--- config.mk ---
export PLATFORM = sky130hd
export DESIGN_NAME = rc5_keysched
export DESIGN_NICKNAME = d
export VERILOG_FILES = /design/src/rtl/core/rc5_block_cipher_macros.svh /design/src/rtl/core/rc5_pkg.sv /design/src/rtl/core/rc5_keysched.sv
export SDC_FILE = /design/constraint.sdc
export NUM_CORES = 1
export LEC_CHECK = 0
export ABC_AREA = 1
export BUFFER_PORTS_ARGS = -buffer_cell sky130_fd_sc_hd__buf_2
export CORE_AREA = 3 3 373 375
export DETAILED_ROUTE_END_ITERATION = 6
export DIE_AREA = 0 0 376 378
export HOLD_SLACK_MARGIN = 0.02
export PLACE_DENSITY = 0.57
export SETUP_SLACK_MARGIN = 0.4
export SYNTH_ARGS = -nofsm -noshare
export SYNTH_HDL_FRONTEND = slang
export SYNTH_SLANG_ARGS = --single-unit
--- constraint.sdc ---
create_clock -name clk -period 7.02 [get_ports clk]
set_clock_uncertainty 0.15 [all_clocks]
set_input_delay 1.404 -clock clk [delete_from_list [all_inputs] [get_ports clk]]
set_output_delay 1.404 -clock clk [all_outputs]
set_load 0.02 [all_outputs]
--- src/rtl/core/rc5_block_cipher_macros.svh ---
// Assertion macros for the RC5 block cipher RTL.
// Each macro samples on clk and is disabled while arst_n is low.
`ifndef RC5_BLOCK_CIPHER_MACROS_SVH
`define RC5_BLOCK_CIPHER_MACROS_SVH

`define RC5_ASSERT_IMP(lbl, ante, cons, msg) \
	lbl: assert property (@(posedge clk) disable iff (!arst_n) (ante) |-> (cons)) \
		else $error(msg);

`define RC5_ASSERT_NXT(lbl, ante, cons, msg) \
	lbl: assert property (@(posedge clk) disable iff (!arst_n) (ante) |=> (cons)) \
		else $error(msg);

`endif

--- src/rtl/core/rc5_pkg.sv ---
// Shared constants, payload type and rotate helpers for the RC5 block cipher.
// No dependencies; used by every module in rtl/core.
`default_nettype none

package rc5_pkg;

	localparam int          RC5_ROUNDS    = 12;
	localparam int          RC5_KEY_WORDS = 4;
	localparam int          RC5_APB_AW    = 4;
	localparam logic [31:0] MAGIC_P       = 32'hB7E15163;
	localparam logic [31:0] MAGIC_Q       = 32'h9E3779B9;
	localparam logic [4:0]  MIX_ROT       = 5'd3;

	localparam logic [1:0] MODE_ENC    = 2'd0;
	localparam logic [1:0] MODE_DEC    = 2'd1;
	localparam logic [1:0] MODE_EXPAND = 2'd2;

	typedef struct packed {
		logic [31:0] a;
		logic [31:0] b;
		logic        last;
		logic        dec;
		logic        zero;
	} pld_t;

	function automatic logic [31:0] rotl32(input logic [31:0] v, input logic [4:0] n);
		logic [63:0] t;
		t = {v, v} << n;
		return t[63:32];
	endfunction

	function automatic logic [31:0] rotr32(input logic [31:0] v, input logic [4:0] n);
		logic [63:0] t;
		t = {v, v} >> n;
		return t[31:0];
	endfunction

	function automatic logic [31:0] magic_init(input int k);
		return MAGIC_P + 32'(k) * MAGIC_Q;
	endfunction

endpackage

`default_nettype wire

--- src/rtl/core/rc5_keysched.sv ---
// RC5 key schedule: subkey table and mixed key words as circular shift registers,
// one mix step per cycle. Depends on rc5_pkg for constants and rotate functions.
`default_nettype none

module rc5_keysched
	import rc5_pkg::*;
#(
	parameter int TABLE_WORDS = 2 * RC5_ROUNDS + 2
) (
	input  wire logic                                   clk,
	input  wire logic                                   arst_n,
	input  wire logic                                   start,
	input  wire logic [RC5_KEY_WORDS-1:0][31:0]         key,
	output logic                                        busy,
	output logic [TABLE_WORDS-1:0][31:0]                subkey
);

	localparam int TOTAL = 3 * TABLE_WORDS;
	localparam int CW    = $clog2(TOTAL);

	logic [TABLE_WORDS-1:0][31:0]   table_q;
	logic [RC5_KEY_WORDS-1:0][31:0] mix_q;
	logic [31:0]                    x_q, y_q;
	logic [CW-1:0]                  cnt_q;
	logic                           busy_q;
	logic [31:0]                    x_n, y_n, xy;

	always_comb begin
		x_n = rotl32(table_q[0] + x_q + y_q, MIX_ROT);
		xy  = x_n + y_q;
		y_n = rotl32(mix_q[0] + xy, xy[4:0]);
	end

	always_ff @(posedge clk or negedge arst_n) begin
		if (!arst_n) begin
			table_q <= '0;
			mix_q   <= '0;
			x_q     <= '0;
			y_q     <= '0;
			cnt_q   <= '0;
			busy_q  <= 1'b0;
		end else if (start) begin
			for (int k = 0; k < TABLE_WORDS; k++) begin
				table_q[k] <= magic_init(k);
			end
			mix_q  <= key;
			x_q    <= '0;
			y_q    <= '0;
			cnt_q  <= '0;
			busy_q <= 1'b1;
		end else if (busy_q) begin
			for (int k = 0; k < TABLE_WORDS - 1; k++) begin
				table_q[k] <= table_q[k+1];
			end
			table_q[TABLE_WORDS-1] <= x_n;
			for (int k = 0; k < RC5_KEY_WORDS - 1; k++) begin
				mix_q[k] <= mix_q[k+1];
			end
			mix_q[RC5_KEY_WORDS-1] <= y_n;
			x_q   <= x_n;
			y_q   <= y_n;
			cnt_q <= cnt_q + 1'b1;
			if (cnt_q == CW'(TOTAL - 1)) begin
				busy_q <= 1'b0;
			end
		end
	end

	assign busy   = busy_q;
	assign subkey = table_q;

endmodule

`default_nettype wire

==> flow_summary_export.csv <==
group,metric,value,unit
outcome,outcome,"finished, violations left",
outcome,violations,"negative setup slack",
cts,clk_pin_slew_worst_paths,0.07,ns
synth,yosysSeqAreaShare,55.73,%
final_layout,design_area,59570,um^2
sta,min_period_over_period,101.6,%
synth,synth_cells,4713,
synth,synth_xor_area_share,1.366,%
floorplan,pin_count,964,
detailed_routing,num_vias,41130,
sta,max-slew-margin-rel,6.605,%
global_routing,grt_pass1_vias,40230,
detailed_routing,routedWlPerCell,28.63,um
synth,async_flop_share,100.0,%
cts,clk_latency,0.75,ns
worst_setup_path,critPathSlowestCell,"fa_1",
floorplan,die_area,142100,um^2
worst_setup_path,worstPathRequired,7.45,ns
detailed_routing,drc,0,
floorplan,initial_core_util,33.57,%
sta,setup_ws,-0.1092,ns
detailed_routing,drt-initial-drc-count,4288,
floorplan,die_w,376,um
placed_design,place_area,54380,um^2
synth,synth_area_leader_cell,"dfrtp_1",
final_layout,fill_cells,13430,
worst_setup_path,critPathKind,"reg2reg",
synth,yosys.area_share.adder,4.105,%
cts,clockBufferDepth,3,
cts,numCtsBuffers,110,
cts,cts_tree,"built",
synth,syn_nets,4973,
synth,synthFlopType,"dfrtp_1",
global_routing,grt_overflow,0,
cts,postCtsHoldBufs,0,
synth,synth_top_area_share,55.73,%
floorplan,rows,135,
synth,ys_ff_latch,1014,
detailed_routing,avgViaCountPerCell,5.298,
final_layout,final_util,43.92,%
synth,synth_area_leaders,"dfrtp_1 56%, inv_1 8.2%, a22oi_1 7.2%",
global_routing,grt_pass1_wl,307200,um
cts,cts_htree_levels,3,
sta,rsz0062_at_grt,"yes",
synth,netlist_area,45530,um^2
sta,final-setup-viol-count,52,
floorplan,die_y,378,um
detailed_routing,antenna_left,0,
cts,clock_sinks,1014,
detailed_routing,drtPass1Iterations,6,
synth,synth-simple-area-share,10.03,%
worst_setup_path,path_max_fanout,4,
worst_setup_path,cp-end-kind,"flip-flop",
final_layout,drive_above_1_share,30.67,%
synth,synth_compound_gate_area_share,17.79,%
global_routing,grt_usage,30.23,%
synth,synth_top_family_by_area,"compound AO/OA/AOI/OAI gates",
sta,tightest_slew,1.401,ns
sta,max_freq,140.3,MHz
floorplan,core,135600,um^2
sta,slew_viol_final,0,
detailed_routing,routed_wirelength,222300,um
final_layout,nets,6148,
min_path,hold_class,"reg2reg",
placed_design,hpwlAfterDp,171300,um
job,drv_cap,0,
placed_design,io_buffers,963,
cts,cts-root-buf,"clkbuf_16",
worst_setup_path,critical-path-max-stage-delay,0.50,ns
synth,yosysWarnings,0,
final_layout,syn_to_final_growth,30.83,%
synth,synth_cell_type_count,55,
worst_setup_path,cp-start-kind,"flip-flop",
synth,synth-edff-count,0,
placed_design,place.gp.congestion,1.010,
global_routing,antenna_found_initial,29,
global_routing,grt_max_degree,189,
sta,fin_crit,7.129,ns
sta,hold_viol,0,
synth,avgSynthCellArea,9.662,um^2
synth,synth.area.mux_share,0.1621,%
worst_setup_path,arrival,7.56,ns
[final cells by class]
class	count	area [um^2]	area share, %
sequential	1014	25380	42.61
multi-input combinational	2416	16480	27.66
timing repair buffer	1345	7924	13.30
inverter	1001	3779	6.343
clock buffer	165	3271	5.490
tap	1781	2228	3.741
clock inverter	32	483.0	0.8107
antenna	10	25.02	0.04201
[cell usage in the layout (no fill, tap or decap), types with 82 or more instances in the layout]
cell,synthesis,final
buf_2,13,961
a22oi_1,436,436
ha_1,95,82
nor2_1,110,95
o22ai_1,384,384
dfrtp_1,1014,1006
a21oi_1,117,101
nand3_1,279,190
inv_1,992,985
nand3_2,52,117
o21ai_0,107,97
clkbuf_16,0,111
buf_4,24,363
nand2_1,501,476
[cell families after synthesis]
logic type               after synthesis
flip-flops                          1014
AO/OA/AOI/OAI                       1211
AND/OR/NAND/NOR                      998
buffers and inverters               1283
multiplexers                           7
XOR/XNOR                              71
adder cells (fa/ha/maj)              129
[cell usage after synthesis (3+ instances only)]
library cell	instances
nand2_2	11
o21bai_1	9
a31oi_1	7
o221ai_1	33
inv_2	7
dfrtp_1	1014
nand4_1	19
buf_2	13
xor2_1	49
o21ai_1	21
fa_1	34
a21oi_2	8
a31o_2	6
o211ai_1	46
a21oi_1	117
o21ai_0	107
a21o_1	14
o21ai_2	6
a22oi_1	436
inv_1	992
nor2_1	110
nand3_2	52
or2_1	3
xnor2_1	22
buf_1	13
o22ai_1	384
clkbuf_1	231
nor3_1	15
nand2_1	501
buf_4	24
nand3_1	279
o211ai_2	3
ha_1	95
mux2i_1	6
[path summary, 6_finish.rpt]
kind                                to  slack [ns]  cells after the start      from
setup reg to reg            mix_q[101]       -0.11                     43   y_q[22]
setup / recovery            mix_q[101]       -0.11                     43   y_q[22]
max in group asynchronous   subkey[96]        4.52                      2    arst_n
min in group asynchronous  subkey[705]        0.51                      1    arst_n
hold / removal                cnt_q[2]        0.34                      1  cnt_q[2]
hold reg to reg               cnt_q[2]        0.34                      1  cnt_q[2]
[worst max-delay path: cells and delay by family (launching register included)]
kind                       cells  cell delay, ns
and+or+nand+nor               18            1.76
DFF                            1            0.48
adders and majority gates      5            1.57
AOI/OAI and AO/OA             13            2.27
xor gates and xnor gates       1            0.21
buffers and inverters          6            0.54
[state kept, by name (all words and copies together) (netlist names)]
signal / count
busy: 1
cnt_q: 7
mix_q: 128
subkey: 832
x_q: 14
y_q: 32
[per-stage QoR]
stage                     hold slack, ns  cells  worst slack [ns]  TNS (ns)
after floorplan                   0.3062   4713            0.4001         0
after global placement            0.3313   7535           -0.7772    -39.33
after detailed placement          0.3406   7535           -0.7390    -36.70
after CTS                         0.3486   7740           -0.2783    -13.29
after global routing              0.3608   7761           -0.4976    -27.50
final                             0.3421   7764           -0.1092    -2.584
[routing by layer]
metal	vias up	track usage (%)	wire [um]
met5	-	0	57
met4	10	13.46	11150
met3	401	7.331	17560
met2	1761	46.75	100100
met1	20790	40.30	93350
li1	18160	-	-
[repair_timing]
item,4_1_cts,5_1_grt
endpoints found under the hold margin,0,0
setup buffers,8,14
pin swaps,46,74
cloned,0,0
setup endpoints to repair,64,64
gates resized for setup,97,164
Power is left out: the tool's default activity adds up to more than one toggle a clock period on the data nets, which glitch-free logic cannot reach.
